===== config.mk =====
export PLATFORM = sky130hd
export DESIGN_NAME = fcc_verdict
export DESIGN_NICKNAME = d
export VERILOG_FILES = /design/src/design/frame_change_classifier_unit_macros.svh /design/src/design/fcc_pkg.sv /design/src/design/fcc_verdict.sv
export SDC_FILE = /design/constraint.sdc
export NUM_CORES = 2
export LEC_CHECK = 0
export BUFFER_PORTS_ARGS = -buffer_cell sky130_fd_sc_hd__buf_2
export CORE_MARGIN = 2
export CORE_UTILIZATION = 40
export CTS_CLUSTER_DIAMETER = 150
export CTS_CLUSTER_SIZE = 8
export DETAILED_ROUTE_END_ITERATION = 16
export PLACE_DENSITY = 0.66
export RECOVER_POWER = 25
export SYNTH_ARGS = -nofsm -noshare
export SYNTH_HDL_FRONTEND = slang
export SYNTH_SLANG_ARGS = --single-unit

===== constraint.sdc =====
create_clock -name clock -period 29.5 [get_ports clock]
set_clock_uncertainty 0.15 [all_clocks]
set_input_delay 7.375 -clock clock [delete_from_list [all_inputs] [get_ports clock]]
set_output_delay 7.375 -clock clock [all_outputs]
set_load 0.01 [all_outputs]

===== src/design/frame_change_classifier_unit_macros.svh =====
// Assertion macros shared by the frame change classifier.
`ifndef FRAME_CHANGE_CLASSIFIER_UNIT_MACROS_SVH
`define FRAME_CHANGE_CLASSIFIER_UNIT_MACROS_SVH

// The consequent must hold in the same cycle as the antecedent.
`define FCC_ASSERT_SAME(name, clk, rst, ante, cons, msg) \
   name: assert property (@(posedge clk) disable iff (rst) (ante) |-> (cons)) else $error(msg);

// The consequent must hold in the cycle after the antecedent.
`define FCC_ASSERT_NEXT(name, clk, rst, ante, cons, msg) \
   name: assert property (@(posedge clk) disable iff (rst) (ante) |=> (cons)) else $error(msg);

`endif


===== src/design/fcc_pkg.sv =====
// Package with the types, constants and codes of the frame change classifier.
`default_nettype none

package fcc_pkg;

   // Raster geometry.
   localparam int MAX_DIM  = 8192;
   localparam int DIM_W    = $clog2(MAX_DIM);
   localparam int FW_W     = DIM_W + 1;
   localparam int STRIDE_W = 5;
   localparam int STEP_W   = $clog2(DIM_W);

   // Field widths.
   localparam int CH_W     = 8;
   localparam int LUMA_W   = 24;
   localparam int CNT_W    = 27;
   localparam int SUM_W    = 34;
   localparam int PPM_W    = 20;
   localparam int MEAN_W   = 8;
   localparam int MUL_W    = CNT_W + PPM_W;
   localparam int MMUL_W   = CNT_W + MEAN_W;

   localparam logic [CNT_W-1:0] CNT_MAX = {CNT_W{1'b1}};
   localparam logic [SUM_W-1:0] SUM_MAX = {SUM_W{1'b1}};
   localparam logic [PPM_W-1:0] PPM_ONE = 20'd1000000;

   // Rec.709 luma weights, unsigned Q0.16, summing to one.
   localparam logic [15:0] LUMA_KR = 16'd13933;
   localparam logic [15:0] LUMA_KG = 16'd46871;
   localparam logic [15:0] LUMA_KB = 16'd4732;

   // Configuration register indexes.
   localparam int CSR_IDX_W  = 3;
   localparam int CSR_DATA_W = 20;
   localparam logic [CSR_IDX_W-1:0] CSR_FRAME_WIDTH      = 3'd0;
   localparam logic [CSR_IDX_W-1:0] CSR_SAMPLE_STRIDE    = 3'd1;
   localparam logic [CSR_IDX_W-1:0] CSR_CHANGE_THRESHOLD = 3'd2;
   localparam logic [CSR_IDX_W-1:0] CSR_DUPLICATE_PPM    = 3'd3;
   localparam logic [CSR_IDX_W-1:0] CSR_CUT_PPM          = 3'd4;
   localparam logic [CSR_IDX_W-1:0] CSR_CUT_MEAN_DIFF    = 3'd5;

   typedef enum logic [1:0] {
      VERDICT_UPDATE    = 2'd0,
      VERDICT_DUPLICATE = 2'd1,
      VERDICT_CUT       = 2'd2
   } verdict_type;

   // One accepted pixel pair with its grid flag.
   typedef struct packed {
      logic [CH_W-1:0] cur_red;
      logic [CH_W-1:0] cur_green;
      logic [CH_W-1:0] cur_blue;
      logic [CH_W-1:0] ref_red;
      logic [CH_W-1:0] ref_green;
      logic [CH_W-1:0] ref_blue;
      logic            have_reference;
      logic            last_pixel;
      logic            sample;
   } pix_type;

   // Rounded luma difference of one pixel pair.
   typedef struct packed {
      logic [CH_W-1:0] diff;
      logic            have_reference;
      logic            last_pixel;
      logic            sample;
   } diff_type;

   // Frame totals handed to the verdict stages.
   typedef struct packed {
      logic [CNT_W-1:0] changed;
      logic [SUM_W-1:0] sum;
      logic [CNT_W-1:0] count;
   } tot_type;

   // Verdict thresholds.
   typedef struct packed {
      logic [PPM_W-1:0]  duplicate_ppm;
      logic [PPM_W-1:0]  cut_ppm;
      logic [MEAN_W-1:0] cut_mean_diff;
   } limit_type;

   // One result item.
   typedef struct packed {
      logic [CNT_W-1:0] sample_count;
      logic [SUM_W-1:0] diff_sum;
      logic [CNT_W-1:0] changed_count;
      verdict_type      verdict;
   } result_type;

endpackage

`default_nettype wire


===== src/design/fcc_verdict.sv =====
// Cross-multiplication and verdict stages of the frame change classifier.
`default_nettype none

module fcc_verdict (
   input  logic                 clock,
   input  logic                 reset,
   input  fcc_pkg::limit_type   limits,
   input  logic                 in_valid,
   output logic                 in_ready,
   input  fcc_pkg::tot_type     in_data,
   output logic                 out_valid,
   input  logic                 out_ready,
   output fcc_pkg::result_type  out_data
);
   import fcc_pkg::*;

   typedef struct packed {
      tot_type           tot;
      logic [MUL_W-1:0]  changed_ppm;
      logic [MUL_W-1:0]  duplicate_lim;
      logic [MUL_W-1:0]  cut_lim;
      logic [MMUL_W-1:0] mean_lim;
   } prod_type;

   logic       s5_valid_ff, s5_valid_in;
   prod_type   s5_ff, s5_in;
   logic       s6_valid_ff, s6_valid_in;
   result_type s6_ff, s6_in;

   logic        s6_ready;
   verdict_type verdict;

   assign s6_ready = !s6_valid_ff || out_ready;
   assign in_ready = !s5_valid_ff || s6_ready;

   // Compare fractions as products, without dividing by the sample count.
   always_comb begin
      verdict = VERDICT_UPDATE;
      if (s5_ff.tot.count != '0) begin
         if (s5_ff.changed_ppm < s5_ff.duplicate_lim) begin
            verdict = VERDICT_DUPLICATE;
         end else if ((s5_ff.changed_ppm > s5_ff.cut_lim) &&
                      (MMUL_W'(s5_ff.tot.sum) > s5_ff.mean_lim)) begin
            verdict = VERDICT_CUT;
         end
      end
   end

   always_comb begin
      s5_valid_in = s5_valid_ff;
      s5_in       = s5_ff;
      if (in_ready) begin
         s5_valid_in         = in_valid;
         s5_in.tot           = in_data;
         s5_in.changed_ppm   = MUL_W'(in_data.changed) * MUL_W'(PPM_ONE);
         s5_in.duplicate_lim = MUL_W'(limits.duplicate_ppm) * MUL_W'(in_data.count);
         s5_in.cut_lim       = MUL_W'(limits.cut_ppm) * MUL_W'(in_data.count);
         s5_in.mean_lim      = MMUL_W'(limits.cut_mean_diff) * MMUL_W'(in_data.count);
      end

      s6_valid_in = s6_valid_ff;
      s6_in       = s6_ff;
      if (s6_ready) begin
         s6_valid_in         = s5_valid_ff;
         s6_in.verdict       = verdict;
         s6_in.changed_count = s5_ff.tot.changed;
         s6_in.diff_sum      = s5_ff.tot.sum;
         s6_in.sample_count  = s5_ff.tot.count;
      end
   end

   always_ff @(posedge clock) begin
      if (reset) begin
         s5_valid_ff <= 1'b0;
         s6_valid_ff <= 1'b0;
      end else begin
         s5_valid_ff <= s5_valid_in;
         s6_valid_ff <= s6_valid_in;
      end
      s5_ff <= s5_in;
      s6_ff <= s6_in;
   end

   assign out_valid = s6_valid_ff;
   assign out_data  = s6_ff;

endmodule

`default_nettype wire


==> run_results.csv <==
group,metric,value,unit
route,ant_nets,0,
synthesis,ys_ff_latch,347,
critical_path,critical_path.top_delay_family,"adder cells",
synthesis,syn-num-nets,8158,
synthesis,ys_seq_area_frac,0.170,
synthesis,synth_edf_count,345,
route,drt-pass1-iter-count,5,
timing,tightest_slew,3520,ps
synthesis,ys.flop_type,"edfxtp_1",
floorplanning,die_w,395,um
route,drt-total-wl,144,mm
cts,cts_tree,"yes",
cts,cts_max_path_buffers,3,
run,maxCapViolCount,24,
final_layout,syn2layout_area_growth,6.88,%
timing,period_needed,16770,ps
synthesis,async_flop_share,0,
place,gp_congestion,0.871,
timing,drv_slew,1151,
critical_path,critPathArrivalTime,17000,ps
critical_path,worstPathRequired,29730,ps
critical_path,crit_chain,"buf_2 > clkbuf_1 > nand2_1 > fa_1 > fa_1 > fa_1 > inv_1 > fa_1 > fa_1 > fa_1 > inv_1 > fa_1 > inv_1 > ha_1 > nand2_1 > o41ai_2 > a31oi_1 > o31a_1 > o21ai_0 > o21ai_0 > mux2i_1 > nand4_1",
synthesis,synthTopCellsByArea,"fa_1, edfxtp_1, ha_1",
synthesis,synth_top_area_frac,0.378,
final_layout,regArea,10400,um2
synthesis,synth_top_area_cell,"fa_1",
synthesis,netlist_area,61000,um2
timing,maxSlewHeadroom,-1.35,
synthesis,synth_warnings,0,
final_layout,layout_common_cells,"inv_1, fa_1, nand2_1",
route,wire_per_inst,17.3,um
cts,post-cts-setup-buffers,0,
critical_path,crit_fanout,49,
critical_path,path_class,"in -> reg",
synthesis,syn_avg_cell_area,9.77,um2
grt,grt_pass1_wl,242,mm
critical_path,crit_path_end_kind,"flop",
final_layout,multiInputGateArea,44200,um2
floorplanning,ios,232,
cts,numCtsBuffers,50,
route,drc_errors,0,
timing,rsz0062_at_grt,"no",
synthesis,synthCells,6243,
synthesis,synth_cell_type_count,72,
cts,root_buffer,"clkbuf_16",
cts,cts_resized,0,
floorplanning,die_h,395,um
final_layout,final_common_cell,"inv_1",
timing,setup-tns-final,0,ps
route,vias,42238,
outcome,status,"finished with violations",
worst_hold_path,hp-class,"reg -> reg",
grt,antenna_found_initial,14,
outcome,violations,"capacitance limit, slew limit",
timing,fmax,59.6,MHz
timing,fin_crit_sh,0.568,
floorplanning,dieArea,156000,um2
cts,clock_sinks,347,
critical_path,cpPeakStageDelay,2370,ps
grt,grt_usage,0.193,
critical_path,critPathBufInv,5,
floorplanning,rows,143,
critical_path,rrSetupSlack,25630,ps
floorplanning,start_util,0.402,
critical_path,cp_common_cell,"fa_1",
critical_path,start_kind,"input port",
grt,grt_pass1_vias,45859,
critical_path,worst_path_max_delay_cell,"clkbuf_1",
place,dp_hpwl,110,mm
cts,cts-htree-levels,2,
final_layout,drive_above_1_share,0.0451,
cts,holdBufCountCts,0,
grt,overflow,0,
timing,setup_viol,0,
route,drtIter0Drc,2565,
final_layout,post-route-util,0.430,
grt,grt_max_degree,122,
route,vias_per_cell,5.07,
floorplanning,core,152000,um2
cts,clkTransAtPathRegs,60,ps
final_layout,nets,8203,
place,io_buffers,231,
cts,clk_latency,630,ps
final_layout,fillers,14677,
timing,finalHoldViolations,0,
sequential cells by signal (all words and copies together) (netlist names):
name and count:
out_data 90, s5_ff 255, s5_valid_ff 1, out_valid 1
worst paths after layout:
kind,start,endpoint,cells past startpoint
setup / recovery,in_data[12],s5_ff[81],22
hold / removal,s5_ff[247],out_data[12],0
setup reg to reg,s5_ff[174],out_data[1],8
hold reg to reg,s5_ff[247],out_data[12],0
logic make-up (layout without fill, tap and decap cells):
family,after synthesis,after routing,share of synthesized area
compound gates,561,561,0.0602
flops,347,347,0.170
other cells,0,3,0
simple gates,1695,1695,0.136
fa+ha+maj,1775,1775,0.506
xor+xnor,149,149,0.0214
mux,1,1,0.000164
buf+inv,1715,1776,0.106
layer usage:
| layer | wire length (um) | global-route usage | vias to the layer above |
|---|---|---|---|
| li1 | - | - | 19090 |
| met1 | 61300 | 0.256 | 21814 |
| met2 | 69900 | 0.327 | 1094 |
| met3 | 7280 | 0.0202 | 232 |
| met4 | 5630 | 0.0709 | 8 |
| met5 | 51 | 0 | - |
final cells by class:
cell class	instances	area share
Antenna cell	3	0.000115
Clock inverter	4	0.000710
Tap cell	2030	0.0390
Multi-Input combinational cell	4181	0.678
Clock buffer	64	0.0203
Sequential cell	347	0.159
Inverter	1445	0.0832
Timing Repair Buffer	263	0.0197
synthesized netlist by cell type, types with 13 or more instances:
cell and n:
nand4_1 44, edfxtp_1 345, nand2_1 794, nor3_1 24, nor4_1 15, and3_1 16
clkbuf_1 268, a21oi_1 171, ha_1 623, nor2_1 102, a211oi_1 13, nand3_1 28
xnor2_1 103, o21a_1 27, nor2b_1 34, xor2_1 46, fa_1 1152, inv_1 1445
o21ai_0 100, and2_1 595, a21o_1 122, a31oi_1 15, nand2b_1 22, o21bai_1 24
per-stage QoR:
stage	setup slack [ps]	hold WS (ps)	cells	instance area, um2
3_3_place_gp	13320	250	8266	64000
2_1_floorplan	9140	250	6243	61000
4_1_cts	13290	265	8334	65300
6_report	12730	264	8337	65200
3_5_place_dp	13300	255	8266	64000
5_1_grt	12450	272	8335	65200
Power is not shown: default switching activity piles up to over one toggle a cycle in this logic, so the estimate is an artifact.
