File: src/design/frame_change_classifier_unit_macros.svh
// Assertion macros shared by the frame change classifier.
`ifndef FRAME_CHANGE_CLASSIFIER_UNIT_MACROS_SVH
`define FRAME_CHANGE_CLASSIFIER_UNIT_MACROS_SVH

// The consequent must hold in the same cycle as the antecedent.
`define FCC_ASSERT_SAME(name, clk, rst, ante, cons, msg) \
   name: assert property (@(posedge clk) disable iff (rst) (ante) |-> (cons)) else $error(msg);

// The consequent must hold in the cycle after the antecedent.
`define FCC_ASSERT_NEXT(name, clk, rst, ante, cons, msg) \
   name: assert property (@(posedge clk) disable iff (rst) (ante) |=> (cons)) else $error(msg);

`endif

File: src/design/fcc_pkg.sv
// Package with the types, constants and codes of the frame change classifier.
`default_nettype none

package fcc_pkg;

   // Raster geometry.
   localparam int MAX_DIM  = 8192;
   localparam int DIM_W    = $clog2(MAX_DIM);
   localparam int FW_W     = DIM_W + 1;
   localparam int STRIDE_W = 5;
   localparam int STEP_W   = $clog2(DIM_W);

   // Field widths.
   localparam int CH_W     = 8;
   localparam int LUMA_W   = 24;
   localparam int CNT_W    = 27;
   localparam int SUM_W    = 34;
   localparam int PPM_W    = 20;
   localparam int MEAN_W   = 8;
   localparam int MUL_W    = CNT_W + PPM_W;
   localparam int MMUL_W   = CNT_W + MEAN_W;

   localparam logic [CNT_W-1:0] CNT_MAX = {CNT_W{1'b1}};
   localparam logic [SUM_W-1:0] SUM_MAX = {SUM_W{1'b1}};
   localparam logic [PPM_W-1:0] PPM_ONE = 20'd1000000;

   // Rec.709 luma weights, unsigned Q0.16, summing to one.
   localparam logic [15:0] LUMA_KR = 16'd13933;
   localparam logic [15:0] LUMA_KG = 16'd46871;
   localparam logic [15:0] LUMA_KB = 16'd4732;

   // Configuration register indexes.
   localparam int CSR_IDX_W  = 3;
   localparam int CSR_DATA_W = 20;
   localparam logic [CSR_IDX_W-1:0] CSR_FRAME_WIDTH      = 3'd0;
   localparam logic [CSR_IDX_W-1:0] CSR_SAMPLE_STRIDE    = 3'd1;
   localparam logic [CSR_IDX_W-1:0] CSR_CHANGE_THRESHOLD = 3'd2;
   localparam logic [CSR_IDX_W-1:0] CSR_DUPLICATE_PPM    = 3'd3;
   localparam logic [CSR_IDX_W-1:0] CSR_CUT_PPM          = 3'd4;
   localparam logic [CSR_IDX_W-1:0] CSR_CUT_MEAN_DIFF    = 3'd5;

   typedef enum logic [1:0] {
      VERDICT_UPDATE    = 2'd0,
      VERDICT_DUPLICATE = 2'd1,
      VERDICT_CUT       = 2'd2
   } verdict_type;

   // One accepted pixel pair with its grid flag.
   typedef struct packed {
      logic [CH_W-1:0] cur_red;
      logic [CH_W-1:0] cur_green;
      logic [CH_W-1:0] cur_blue;
      logic [CH_W-1:0] ref_red;
      logic [CH_W-1:0] ref_green;
      logic [CH_W-1:0] ref_blue;
      logic            have_reference;
      logic            last_pixel;
      logic            sample;
   } pix_type;

   // Rounded luma difference of one pixel pair.
   typedef struct packed {
      logic [CH_W-1:0] diff;
      logic            have_reference;
      logic            last_pixel;
      logic            sample;
   } diff_type;

   // Frame totals handed to the verdict stages.
   typedef struct packed {
      logic [CNT_W-1:0] changed;
      logic [SUM_W-1:0] sum;
      logic [CNT_W-1:0] count;
   } tot_type;

   // Verdict thresholds.
   typedef struct packed {
      logic [PPM_W-1:0]  duplicate_ppm;
      logic [PPM_W-1:0]  cut_ppm;
      logic [MEAN_W-1:0] cut_mean_diff;
   } limit_type;

   // One result item.
   typedef struct packed {
      logic [CNT_W-1:0] sample_count;
      logic [SUM_W-1:0] diff_sum;
      logic [CNT_W-1:0] changed_count;
      verdict_type      verdict;
   } result_type;

endpackage

`default_nettype wire

File: src/design/fcc_accum.sv
// Frame totals accumulator of the frame change classifier.
`default_nettype none

module fcc_accum (
   input  logic                        clock,
   input  logic                        reset,
   input  logic [fcc_pkg::CH_W-1:0]    change_threshold,
   input  logic                        in_valid,
   output logic                        in_ready,
   input  fcc_pkg::diff_type           in_data,
   output logic                        out_valid,
   input  logic                        out_ready,
   output fcc_pkg::tot_type            out_data
);
   import fcc_pkg::*;

   logic [CNT_W-1:0] changed_ff, changed_in;
   logic [SUM_W-1:0] sum_ff, sum_in;
   logic [CNT_W-1:0] count_ff, count_in;
   logic             out_valid_ff, out_valid_in;
   tot_type          tot_ff, tot_in;

   logic             take;
   logic [SUM_W:0]   sum_wide;
   logic [CNT_W-1:0] changed_upd;
   logic [SUM_W-1:0] sum_upd;
   logic [CNT_W-1:0] count_upd;

   assign in_ready = !out_valid_ff || out_ready;
   assign take     = in_valid && in_ready;
   assign sum_wide = {1'b0, sum_ff} + (SUM_W + 1)'(in_data.diff);

   // Saturating totals including the current pixel when it lies on the grid.
   always_comb begin
      changed_upd = changed_ff;
      sum_upd     = sum_ff;
      count_upd   = count_ff;
      if (in_data.sample) begin
         if (count_ff != CNT_MAX) begin
            count_upd = count_ff + CNT_W'(1);
         end
         sum_upd = (sum_wide > {1'b0, SUM_MAX}) ? SUM_MAX : sum_wide[SUM_W-1:0];
         if ((in_data.diff > change_threshold) && (changed_ff != CNT_MAX)) begin
            changed_upd = changed_ff + CNT_W'(1);
         end
      end
   end

   // The last pixel hands the totals on and starts a fresh frame.
   always_comb begin
      changed_in   = changed_ff;
      sum_in       = sum_ff;
      count_in     = count_ff;
      out_valid_in = out_valid_ff && !out_ready;
      tot_in       = tot_ff;
      if (take) begin
         if (in_data.last_pixel) begin
            changed_in   = '0;
            sum_in       = '0;
            count_in     = '0;
            out_valid_in = 1'b1;
            if (in_data.have_reference) begin
               tot_in.changed = changed_upd;
               tot_in.sum     = sum_upd;
               tot_in.count   = count_upd;
            end else begin
               tot_in = '0;
            end
         end else begin
            changed_in = changed_upd;
            sum_in     = sum_upd;
            count_in   = count_upd;
         end
      end
   end

   always_ff @(posedge clock) begin
      if (reset) begin
         changed_ff   <= '0;
         sum_ff       <= '0;
         count_ff     <= '0;
         out_valid_ff <= 1'b0;
      end else begin
         changed_ff   <= changed_in;
         sum_ff       <= sum_in;
         count_ff     <= count_in;
         out_valid_ff <= out_valid_in;
      end
      tot_ff <= tot_in;
   end

   assign out_valid = out_valid_ff;
   assign out_data  = tot_ff;

endmodule

`default_nettype wire

File: config.mk
export PLATFORM = sky130hd
export DESIGN_NAME = fcc_accum
export DESIGN_NICKNAME = d
export VERILOG_FILES = /design/src/design/frame_change_classifier_unit_macros.svh /design/src/design/fcc_pkg.sv /design/src/design/fcc_accum.sv
export SDC_FILE = /design/constraint.sdc
export NUM_CORES = 1
export LEC_CHECK = 0
export ABC_CLOCK_PERIOD_IN_PS = 4030
export BUFFER_PORTS_ARGS = -buffer_cell sky130_fd_sc_hd__buf_2
export CELL_PAD_IN_SITES_DETAIL_PLACEMENT = 2
export CELL_PAD_IN_SITES_GLOBAL_PLACEMENT = 2
export CORE_UTILIZATION = 37
export CTS_CLUSTER_DIAMETER = 30
export CTS_CLUSTER_SIZE = 14
export DETAILED_ROUTE_END_ITERATION = 10
export PLACE_DENSITY_LB_ADDON = 0.05
export SLEW_MARGIN = 10
export SYNTH_ARGS = -nofsm -noshare
export SYNTH_HDL_FRONTEND = slang
export SYNTH_SLANG_ARGS = --single-unit
File: constraint.sdc
create_clock -name clock -period 4.03 [get_ports clock]
set_clock_uncertainty 0.1 [all_clocks]
set_input_delay 0.403 -clock clock [delete_from_list [all_inputs] [get_ports clock]]
set_output_delay 0.403 -clock clock [all_outputs]
set_load 0.02 [all_outputs]
==> results_dict.tcl <==
set metrics [dict create \
    cp.arrival_ns 3.47 \
    gp_congestion 0.810 \
    dr.pass1.iters 4 \
    crit_path_max_incr_delay_ns 0.80 \
    rrSetupSlack_ns 0.84 \
    dp_hpwl_microns 22500 \
    wl_per_cell_microns 22.0 \
    cts-resized-gates 0 \
    syn_inst 1035 \
    drv_slew 0 \
    avgSynthCellArea_sq_um 9.17 \
    busiest_layer "met2" \
    fin_crit_sh 0.791 \
    clk_latency_ns 0.44 \
    path_delay_family "simple AND/OR/NAND/NOR gates" \
    core-area_sq_um 25200 \
    synth.area.top_cells "edfxtp_1, dfxtp_1, a21oi_1" \
    die_y_microns 162 \
    grt_antenna_before_repair 0 \
    syn-num-nets 1077 \
    rsz0062_at_grt "false" \
    drt-initial-drc-count 464 \
    async_flop_share 0 \
    gr-total-overflow 0 \
    synth_top_area_share 0.279 \
    nFillCells 2809 \
    antenna_cells 0 \
    crit_path_start "sum_ff[0]$_SDFFE_PP0P_" \
    synth_area_sq_um 9490 \
    yosysMostFrequentCell "a21oi_1" \
    cts_tree "done" \
    drc 0 \
    place_area_sq_um 10400 \
    worstHoldPathType "in -> reg" \
    initial_core_util 0.377 \
    p_leak_nw 3.86 \
    nets 1176 \
    finalCriticalPeriod_ns 3.19 \
    layout-drive-gt1-share 0.160 \
    cts_sinks 177 \
    drt_wl_total_microns 32500 \
    grt_pass1_vias 9208 \
    use_met2 0.451 \
    yosys.area.top_type "edfxtp_1" \
    die_w_microns 162 \
    path_cells "ha_1 > inv_1 > fa_1 > nand2b_1 > a21oi_1 > o21ai_1 > or3_1 > buf_4 > a41oi_1 > o21a_1" \
    dieArea_sq_um 26300 \
    hp-start "out_ready" \
    final_area_sq_um 11000 \
    ir_drop_v 0.000207 \
    pin_count 113 \
    start_kind "flop" \
    yosys_warnings 0 \
    cts_buffers 17 \
    clockBufferDepth 2 \
    grt_use_met3 0.0327 \
    vias 8618 \
    rows 58 \
    htreeDepth 4 \
    maxCapViolCount 0 \
    antenna_left 0 \
    timing.slew.headroom 0.258 \
    synth-edff-count 88 \
    final_hold_viol_count 0 \
    cts_hold_buf 0 \
    root_buffer "clkbuf_16" \
    clk_pin_slew_worst_paths_ns 0.07 \
    cp-end-kind "flop" \
    crit_type "reg -> reg" \
    tightest_slew_ns 1.11 \
    timing.rr.start "sum_ff[0]$_SDFFE_PP0P_" \
    setup_viol 0 \
    status "finished, final reports clean" \
    grt_pass1_wl_microns 52000 \
    critical_path.max_fanout 25 \
    synth_flop_cell "dfxtp_1" \
    cp.buffers_inverters 2 \
    postCtsSetupBuffers 0 \
    areaGrowthSynthToFinish_pct 15.8 \
    slowest_stage "or3_1" \
    power_density_nw_per_um2 365 \
    synth_common_cells "a21oi_1, nor2_1, dfxtp_1, edfxtp_1, nand2_1" \
    groute.usage.overall 0.256 \
    holdWs_ns 0.274 \
    grt_start_max_net_pins 49 \
    finalSetupTns_ns 0 \
    max_freq_mhz 314 \
    io_buffer_count 112 \
    cp_data_required_time_ns 4.31 \
    ys_ff_latch 177 \
    synth_cell_types 70 \
    synth.yosys.seq_area_share 0.466 \
    grtUsageMet1 0.323 \
    routed_via_density 5.83 \
]
[layout make-up]
type,instances,area [sq um],area share
repair buffers,139,763,0.0695
multi-input cells,769,4690,0.427
well taps,330,413,0.0376
clock buffers,19,433,0.0394
inverters,30,114,0.0104
flip-flops and latches,177,4420,0.403
clock inverters,13,151,0.0138
[flip-flops by register name, summed over array words and instances, names as in the netlist]
signal and flops:
out_valid 1, out_data 88, changed_ff 27, count_ff 27
sum_ff 34
[worst register-to-register path: stages, from the launching register on]
cell,delay [ns]
dfxtp_1,0.35
ha_1,0.18
inv_1,0.06
fa_1,0.38
nand2b_1,0.19
a21oi_1,0.26
o21ai_1,0.13
or3_1,0.80
buf_4,0.35
a41oi_1,0.20
o21a_1,0.15
[power breakdown]
group	internal, mW	switching (mW)	total (mW)
Clock	0.926	0.776	1.70
Combinational	0.0979	0.266	0.364
Sequential	1.93	0.0163	1.94
[cells in the final DEF, fill, tap and decap left out, types with 4 or more instances in the layout]
cell / instances
buf_2: 112
a21oi_1: 93
nor2_1: 89
dfxtp_1: 89
edfxtp_1: 88
nand2_1: 79
o21ai_0: 68
nand3_1: 48
xor2_1: 30
inv_1: 28
or3_1: 28
a31oi_1: 27
buf_4: 27
xnor2_1: 26
nor3_1: 25
nand4_1: 23
and3_1: 19
ha_1: 18
clkbuf_16: 17
and4_1: 16
and2_1: 15
nor4_1: 15
a211oi_1: 12
a21o_1: 12
o21a_1: 10
nand2b_1: 9
o211ai_1: 9
nor2b_1: 8
a311oi_1: 8
or4_1: 7
a41oi_1: 6
mux2i_1: 5
nor3b_1: 5
o31ai_1: 5
a22o_1: 5
inv_6: 5
o41ai_1: 4
o2bb2ai_1: 4
clkinvlp_4: 4
[stage by stage]
step | utilization | worst slack [ns] | std cells | power, mW
2_1_floorplan | - | 0.594 | 1035 | 2.20
3_3_place_gp | 0.413 | 0.701 | 1445 | 2.34
3_5_place_dp | 0.413 | 0.657 | 1445 | 2.35
4_1_cts | 0.436 | 0.785 | 1477 | 4.06
5_1_grt | 0.436 | 0.554 | 1477 | 4.14
6_report | 0.436 | 0.842 | 1477 | 4.01
[routing by layer]
metal	up-vias	part of all wire	routed length [microns]
li1	4065	-	-
met1	4373	0.45	14600
met2	137	0.51	16500
met3	43	0.021	690
met4	0	0.021	689
met5	-	0	0
[path summary, 6_finish.rpt]
path                            depth (start not counted)                       to
worst min-delay path                                    3     out_valid$_SDFF_PP0_
worst max-delay path                                   10  sum_ff[23]$_SDFFE_PP0P_
worst max register to register                         10  sum_ff[23]$_SDFFE_PP0P_
worst min register to register                          2   sum_ff[2]$_SDFFE_PP0P_
[cell families after synthesis]
kind of cell,share of synthesized area
and+or+nand+nor,0.221
DFF,0.466
buffers and inverters,0.0396
adders and majority gates,0.0258
xor gates and xnor gates,0.0517
muxes,0.00528
AOI/OAI and AO/OA,0.191
(Power assumes the default switching activity.)
