$ cat config.mk
export PLATFORM = sky130hd
export DESIGN_NAME = fcc_position
export DESIGN_NICKNAME = d
export VERILOG_FILES = /design/src/design/frame_change_classifier_unit_macros.svh /design/src/design/fcc_pkg.sv /design/src/design/fcc_position.sv
export SDC_FILE = /design/constraint.sdc
export NUM_CORES = 1
export LEC_CHECK = 0
export BUFFER_PORTS_ARGS = -buffer_cell sky130_fd_sc_hd__buf_4
export CAP_MARGIN = 20
export CORE_ASPECT_RATIO = 0.5
export CORE_MARGIN = 2
export CORE_UTILIZATION = 60
export CTS_BUF_LIST = sky130_fd_sc_hd__clkbuf_16
export CTS_CLUSTER_SIZE = 10
export DETAILED_ROUTE_END_ITERATION = 12
export PLACE_DENSITY = 0.83
export SLEW_MARGIN = 20
export SYNTH_ARGS = -nofsm -noshare
export SYNTH_HDL_FRONTEND = slang
export SYNTH_SLANG_ARGS = --single-unit
$ cat constraint.sdc
create_clock -name clock -period 3.8 [get_ports clock]
set_clock_uncertainty 0.05 [all_clocks]
set_input_delay 0.19 -clock clock [delete_from_list [all_inputs] [get_ports clock]]
set_output_delay 0.19 -clock clock [all_outputs]
set_load 0.02 [all_outputs]
$ cat src/design/frame_change_classifier_unit_macros.svh
// Assertion macros shared by the frame change classifier.
`ifndef FRAME_CHANGE_CLASSIFIER_UNIT_MACROS_SVH
`define FRAME_CHANGE_CLASSIFIER_UNIT_MACROS_SVH

// The consequent must hold in the same cycle as the antecedent.
`define FCC_ASSERT_SAME(name, clk, rst, ante, cons, msg) \
   name: assert property (@(posedge clk) disable iff (rst) (ante) |-> (cons)) else $error(msg);

// The consequent must hold in the cycle after the antecedent.
`define FCC_ASSERT_NEXT(name, clk, rst, ante, cons, msg) \
   name: assert property (@(posedge clk) disable iff (rst) (ante) |=> (cons)) else $error(msg);

`endif

$ cat src/design/fcc_pkg.sv
// Package with the types, constants and codes of the frame change classifier.
`default_nettype none

package fcc_pkg;

   // Raster geometry.
   localparam int MAX_DIM  = 8192;
   localparam int DIM_W    = $clog2(MAX_DIM);
   localparam int FW_W     = DIM_W + 1;
   localparam int STRIDE_W = 5;
   localparam int STEP_W   = $clog2(DIM_W);

   // Field widths.
   localparam int CH_W     = 8;
   localparam int LUMA_W   = 24;
   localparam int CNT_W    = 27;
   localparam int SUM_W    = 34;
   localparam int PPM_W    = 20;
   localparam int MEAN_W   = 8;
   localparam int MUL_W    = CNT_W + PPM_W;
   localparam int MMUL_W   = CNT_W + MEAN_W;

   localparam logic [CNT_W-1:0] CNT_MAX = {CNT_W{1'b1}};
   localparam logic [SUM_W-1:0] SUM_MAX = {SUM_W{1'b1}};
   localparam logic [PPM_W-1:0] PPM_ONE = 20'd1000000;

   // Rec.709 luma weights, unsigned Q0.16, summing to one.
   localparam logic [15:0] LUMA_KR = 16'd13933;
   localparam logic [15:0] LUMA_KG = 16'd46871;
   localparam logic [15:0] LUMA_KB = 16'd4732;

   // Configuration register indexes.
   localparam int CSR_IDX_W  = 3;
   localparam int CSR_DATA_W = 20;
   localparam logic [CSR_IDX_W-1:0] CSR_FRAME_WIDTH      = 3'd0;
   localparam logic [CSR_IDX_W-1:0] CSR_SAMPLE_STRIDE    = 3'd1;
   localparam logic [CSR_IDX_W-1:0] CSR_CHANGE_THRESHOLD = 3'd2;
   localparam logic [CSR_IDX_W-1:0] CSR_DUPLICATE_PPM    = 3'd3;
   localparam logic [CSR_IDX_W-1:0] CSR_CUT_PPM          = 3'd4;
   localparam logic [CSR_IDX_W-1:0] CSR_CUT_MEAN_DIFF    = 3'd5;

   typedef enum logic [1:0] {
      VERDICT_UPDATE    = 2'd0,
      VERDICT_DUPLICATE = 2'd1,
      VERDICT_CUT       = 2'd2
   } verdict_type;

   // One accepted pixel pair with its grid flag.
   typedef struct packed {
      logic [CH_W-1:0] cur_red;
      logic [CH_W-1:0] cur_green;
      logic [CH_W-1:0] cur_blue;
      logic [CH_W-1:0] ref_red;
      logic [CH_W-1:0] ref_green;
      logic [CH_W-1:0] ref_blue;
      logic            have_reference;
      logic            last_pixel;
      logic            sample;
   } pix_type;

   // Rounded luma difference of one pixel pair.
   typedef struct packed {
      logic [CH_W-1:0] diff;
      logic            have_reference;
      logic            last_pixel;
      logic            sample;
   } diff_type;

   // Frame totals handed to the verdict stages.
   typedef struct packed {
      logic [CNT_W-1:0] changed;
      logic [SUM_W-1:0] sum;
      logic [CNT_W-1:0] count;
   } tot_type;

   // Verdict thresholds.
   typedef struct packed {
      logic [PPM_W-1:0]  duplicate_ppm;
      logic [PPM_W-1:0]  cut_ppm;
      logic [MEAN_W-1:0] cut_mean_diff;
   } limit_type;

   // One result item.
   typedef struct packed {
      logic [CNT_W-1:0] sample_count;
      logic [SUM_W-1:0] diff_sum;
      logic [CNT_W-1:0] changed_count;
      verdict_type      verdict;
   } result_type;

endpackage

`default_nettype wire

$ cat src/design/fcc_position.sv
// Raster position tracking and sampling grid phase for the frame change classifier.
`default_nettype none

module fcc_position (
   input  logic                          clock,
   input  logic                          reset,
   input  logic                          pix_accept,
   input  logic                          pix_last,
   input  logic [fcc_pkg::FW_W-1:0]      frame_width,
   input  logic [fcc_pkg::STRIDE_W-1:0]  sample_stride,
   input  logic                          stride_we,
   input  logic [fcc_pkg::STRIDE_W-1:0]  stride_new,
   output logic                          sample,
   output logic                          busy
);
   import fcc_pkg::*;

   // One restoring step of a remainder: shift in a bit, subtract the divisor if it fits.
   function automatic logic [STRIDE_W-1:0] rem_step(input logic [STRIDE_W-1:0] r,
                                                    input logic                b,
                                                    input logic [STRIDE_W-1:0] dv);
      logic [STRIDE_W:0] t;
      begin
         t = {r, b};
         if (t >= {1'b0, dv}) begin
            t = t - {1'b0, dv};
         end
         rem_step = t[STRIDE_W-1:0];
      end
   endfunction

   logic [DIM_W-1:0]    column_ff, column_in;
   logic [DIM_W-1:0]    row_ff, row_in;
   logic [STRIDE_W-1:0] col_phase_ff, col_phase_in;
   logic [STRIDE_W-1:0] row_phase_ff, row_phase_in;
   logic                busy_ff, busy_in;
   logic [STEP_W-1:0]   step_ff, step_in;
   logic [STRIDE_W-1:0] rem_col_ff, rem_col_in;
   logic [STRIDE_W-1:0] rem_row_ff, rem_row_in;
   logic [STRIDE_W-1:0] div_ff, div_in;

   logic [STRIDE_W-1:0] stride_eff;
   logic [STRIDE_W-1:0] stride_new_eff;
   logic [FW_W-1:0]     width_eff;
   logic                col_wrap;
   logic                row_end;
   logic [STRIDE_W:0]   col_step;
   logic [STRIDE_W:0]   row_step;
   logic [STRIDE_W-1:0] rem_col_next;
   logic [STRIDE_W-1:0] rem_row_next;

   // A stride of zero acts as one; the width is clamped to the supported raster.
   assign stride_eff     = (sample_stride == '0) ? STRIDE_W'(1) : sample_stride;
   assign stride_new_eff = (stride_new == '0) ? STRIDE_W'(1) : stride_new;
   assign width_eff      = (frame_width == '0) ? FW_W'(1) :
                           (frame_width > FW_W'(MAX_DIM)) ? FW_W'(MAX_DIM) : frame_width;

   assign col_wrap = ({1'b0, column_ff} + FW_W'(1)) >= width_eff;
   assign row_end  = (row_ff == {DIM_W{1'b1}});
   assign col_step = {1'b0, col_phase_ff} + (STRIDE_W + 1)'(1);
   assign row_step = {1'b0, row_phase_ff} + (STRIDE_W + 1)'(1);

   assign rem_col_next = rem_step(rem_col_ff, column_ff[step_ff], div_ff);
   assign rem_row_next = rem_step(rem_row_ff, row_ff[step_ff], div_ff);

   assign sample = (col_phase_ff == '0) && (row_phase_ff == '0);
   assign busy   = busy_ff;

   // Counter update per accepted pixel, and a bit-serial phase rebuild after a stride change.
   always_comb begin
      column_in    = column_ff;
      row_in       = row_ff;
      col_phase_in = col_phase_ff;
      row_phase_in = row_phase_ff;
      busy_in      = busy_ff;
      step_in      = step_ff;
      rem_col_in   = rem_col_ff;
      rem_row_in   = rem_row_ff;
      div_in       = div_ff;
      if (stride_we) begin
         busy_in    = 1'b1;
         step_in    = STEP_W'(DIM_W - 1);
         rem_col_in = '0;
         rem_row_in = '0;
         div_in     = stride_new_eff;
      end else if (busy_ff) begin
         rem_col_in = rem_col_next;
         rem_row_in = rem_row_next;
         step_in    = step_ff - STEP_W'(1);
         if (step_ff == '0) begin
            busy_in      = 1'b0;
            col_phase_in = rem_col_next;
            row_phase_in = rem_row_next;
         end
      end else if (pix_accept) begin
         if (pix_last) begin
            column_in    = '0;
            row_in       = '0;
            col_phase_in = '0;
            row_phase_in = '0;
         end else if (col_wrap) begin
            column_in    = '0;
            col_phase_in = '0;
            row_in       = row_ff + DIM_W'(1);
            if (row_end || (row_step >= {1'b0, stride_eff})) begin
               row_phase_in = '0;
            end else begin
               row_phase_in = row_step[STRIDE_W-1:0];
            end
         end else begin
            column_in = column_ff + DIM_W'(1);
            if (col_step >= {1'b0, stride_eff}) begin
               col_phase_in = '0;
            end else begin
               col_phase_in = col_step[STRIDE_W-1:0];
            end
         end
      end
   end

   always_ff @(posedge clock) begin
      if (reset) begin
         column_ff    <= '0;
         row_ff       <= '0;
         col_phase_ff <= '0;
         row_phase_ff <= '0;
         busy_ff      <= 1'b0;
         step_ff      <= '0;
      end else begin
         column_ff    <= column_in;
         row_ff       <= row_in;
         col_phase_ff <= col_phase_in;
         row_phase_ff <= row_phase_in;
         busy_ff      <= busy_in;
         step_ff      <= step_in;
      end
      rem_col_ff <= rem_col_in;
      rem_row_ff <= rem_row_in;
      div_ff     <= div_in;
   end

endmodule

`default_nettype wire

==> results.yml <==
run_status:
  status: "finished, final reports clean"
power_and_ir_drop:
  ir_worst_vdd_mv: 0.1745
  powerDensity_nw_per_um2: 311.1
  power_mw: 1.510
  p_leak_nw: 1.946
global_routing:
  grt_overflow: 0
  grt_pass1_vias: 3845
  antenna_found_initial: 0
  grt_pass1_wl_um: 17780
  grt_max_degree: 39
  track_usage: 0.2642
final_layout:
  seq_area_um2: 1174
  final_cells: 646
  multi_input_area_um2: 2998
  diodes: 0
  final_cell_area_um2: 4852
  nets: 625
  synthToLayoutAreaGrowth_pct: 10.45
  final_common_cell: "nand2_1"
  layout_common_cells: "nand2_1, dfxtp_1, ha_1"
  nFillCells: 553
  layout-drive-gt1-share: 0.1209
placed_design:
  place_hpwl_um: 7540
  finalWeightedCongestion: 0.8822
  dp.cells: 636
  io_buffers: 30
  placed_area_um2: 4644
floorplanning:
  start_util: 0.6381
  fp.dieArea_um2: 8064
  ios: 31
  coreArea_um2: 6884
  placementRows: 21
  dieHeight_um: 64.51
  die_x_um: 125.0
clock_tree:
  clockBufferDepth: 2
  cts_buffers: 5
  htree_levels: 2
  cts_tree: "done"
  cts_hold_buf: 0
  clk_latency_ns: 0.30
  path_clk_slew_ns: 0.07
  clock_sinks: 56
  cts_root_buffer: "clkbuf_16"
sta:
  hold_viol_final: 0
  tightest_slew_ns: 0.6130
  hold_slack_ns: 0.03121
  period_minus_slack_ns: 3.532
  slew_viol_final: 0
  finalSetupViolations: 0
  slew-limit-headroom: 0.5862
  period_share: 0.9295
  max_freq_mhz: 283.1
synthesis:
  synth.top_cell.area_share: 0.2324
  synthesis.nets: 611
  ys_async_sr_fraction: 0
  syn_area_per_cell_um2: 8.150
  synth.yosys.warnings: 0
  synth_seq_cells: 56
  syn-cell-area_um2: 4393
  synth_top_flop_cell: "dfxtp_1"
  syn_inst: 539
  synthTopCellsByArea: "dfxtp_1, ha_1, nand2_1"
  synth_edf_count: 5
  ys_seq_area_frac: 0.2666
  synthDistinctLibCells: 72
  yosysTopAreaCell: "dfxtp_1"
detailed_routing:
  vias: 4058
  vias_per_cell: 6.282
  drc_errors: 0
  postRouteAntennaNets: 0
  drt_first_pass_iters: 5
  wire_per_inst_um: 15.77
  wl_um: 10190
  drtIter0Drc: 299
critical_path:
  critPathKind: "register to register"
  path_max_fanout: 27
  r2r_end: "row_ff[6]"
  cp-end-kind: "register"
  r2r_start: "column_ff[3]"
  reg2regPathDepth: 12
  crit_arrival_ns: 3.65
  r2r_slack_ns: 0.27
  cp.required_ns: 3.92
  critPathLaunchType: "register"
  crit_start: "column_ff[3]"
min_path:
  holdPathEnd: "div_ff[1]"
  worstHoldStart: "stride_new[1]"
  min_path_cells: 1
  hold_class: "input port to register"
job:
  cap_violations: 0
-- sequential cells by signal, summed over array words and instances, names as in the netlist --
| signal | count |
|---|---|
| column_ff | 13 |
| row_ff | 13 |
| col_phase_ff | 5 |
| div_ff | 5 |
| rem_col_ff | 5 |
| rem_row_ff | 5 |
| row_phase_ff | 5 |
| step_ff | 4 |
| busy | 1 |
-- worst max path at each step --
stage / endpoint / slack (ns)
finish: row_ff[6] / 0.27
global route: row_ff[4] / -0.02
CTS: row_ff[6] / 0.12
detailed placement: row_ff[6] / 0.13
global placement: row_ff[6] / 0.29
floorplan: column_ff[5] / 0.53
-- metrics by stage --
stage / TNS [ns] / worst slack, ns / util
after floorplan: 0 / 0.5260 / -
after global placement: 0 / 0.2919 / 0.6747
after detailed placement: 0 / 0.1302 / 0.6747
after CTS: 0 / 0.1236 / 0.6985
after global routing: -0.03280 / -0.02412 / 0.7048
final: 0 / 0.2679 / 0.7048
-- cell families after synthesis --
family / share of synthesized area
XOR/XNOR: 0.04586
AND/OR/NAND/NOR: 0.2552
flip-flops: 0.2666
buffers and inverters: 0.05696
AO/OA/AOI/OAI: 0.2105
adder cells (fa/ha/maj): 0.1259
multiplexers: 0.03902
-- per-layer routing --
| metal | global-route usage | part of all wire | up-vias |
|---|---|---|---|
| li1 | - | - | 2018 |
| met1 | 0.3414 | 0.46 | 1857 |
| met2 | 0.4463 | 0.45 | 151 |
| met3 | 0.04624 | 0.062 | 32 |
| met4 | 0.1056 | 0.029 | 0 |
| met5 | 0 | 0 | - |
-- layout make-up --
cell class,count,share of cell area
repair buffers,39,0.06034
flip-flops and latches,56,0.2419
well taps,92,0.02372
clock inverters,3,0.007994
inverters,29,0.02243
clock buffers,5,0.02579
multi-input cells,422,0.6178
-- worst max-delay path: stages (launching register included) --
cell and delay, ns:
dfxtp_1 0.50, nand2_1 0.11, or4_4 0.53, nor2_1 0.24, xor2_1 0.11, ha_1 0.31, nand4_1 0.21, nor2_4 0.23
o311ai_4 0.18, and2_1 0.20, buf_4 0.22, o311ai_0 0.36, o41ai_1 0.13
-- power breakdown --
group	internal, mW	switching (mW)	total, mW	leakage (nW)
clock network	0.308	0.215	0.523	0.0850
logic	0.142	0.197	0.338	1.40
registers	0.620	0.0282	0.648	0.464
total	1.07	0.440	1.51	1.95
-- synth_stat cells (2+ instances only) --
| master | count |
|---|---|
| o21ai_0 | 25 |
| nand3_1 | 27 |
| a21oi_1 | 33 |
| or4_1 | 2 |
| nand2_1 | 64 |
| o31ai_1 | 6 |
| dfxtp_1 | 51 |
| and3_1 | 9 |
| buf_4 | 2 |
| xor2_1 | 8 |
| o221ai_1 | 3 |
| a311oi_1 | 7 |
| o311ai_0 | 4 |
| mux4_1 | 5 |
| a32o_1 | 2 |
| xnor2_1 | 15 |
| mux2i_1 | 4 |
| a31oi_1 | 14 |
| fa_1 | 2 |
| nor3_1 | 15 |
| buf_1 | 2 |
| a211oi_1 | 3 |
| o21a_1 | 4 |
| ha_1 | 41 |
| and4_1 | 4 |
| o211ai_1 | 4 |
| nand3b_1 | 11 |
| and2_1 | 5 |
| a21boi_0 | 2 |
| nand4b_1 | 3 |
| nand4_1 | 7 |
| nor2b_1 | 8 |
| buf_2 | 4 |
| nor2_1 | 37 |
| clkbuf_1 | 22 |
| edfxtp_1 | 5 |
| nand2b_1 | 4 |
| nor3b_1 | 4 |
| o41ai_1 | 2 |
| a21oi_2 | 2 |
| a21o_1 | 5 |
| inv_1 | 29 |
| nor4_1 | 4 |
-- timing repair --
item | 4_1_cts | 5_1_grt
setup buffers | 0 | 2
gates resized for setup | 0 | 7
setup endpoints to repair | 0 | 29
Power figures use the tool's default switching activity.
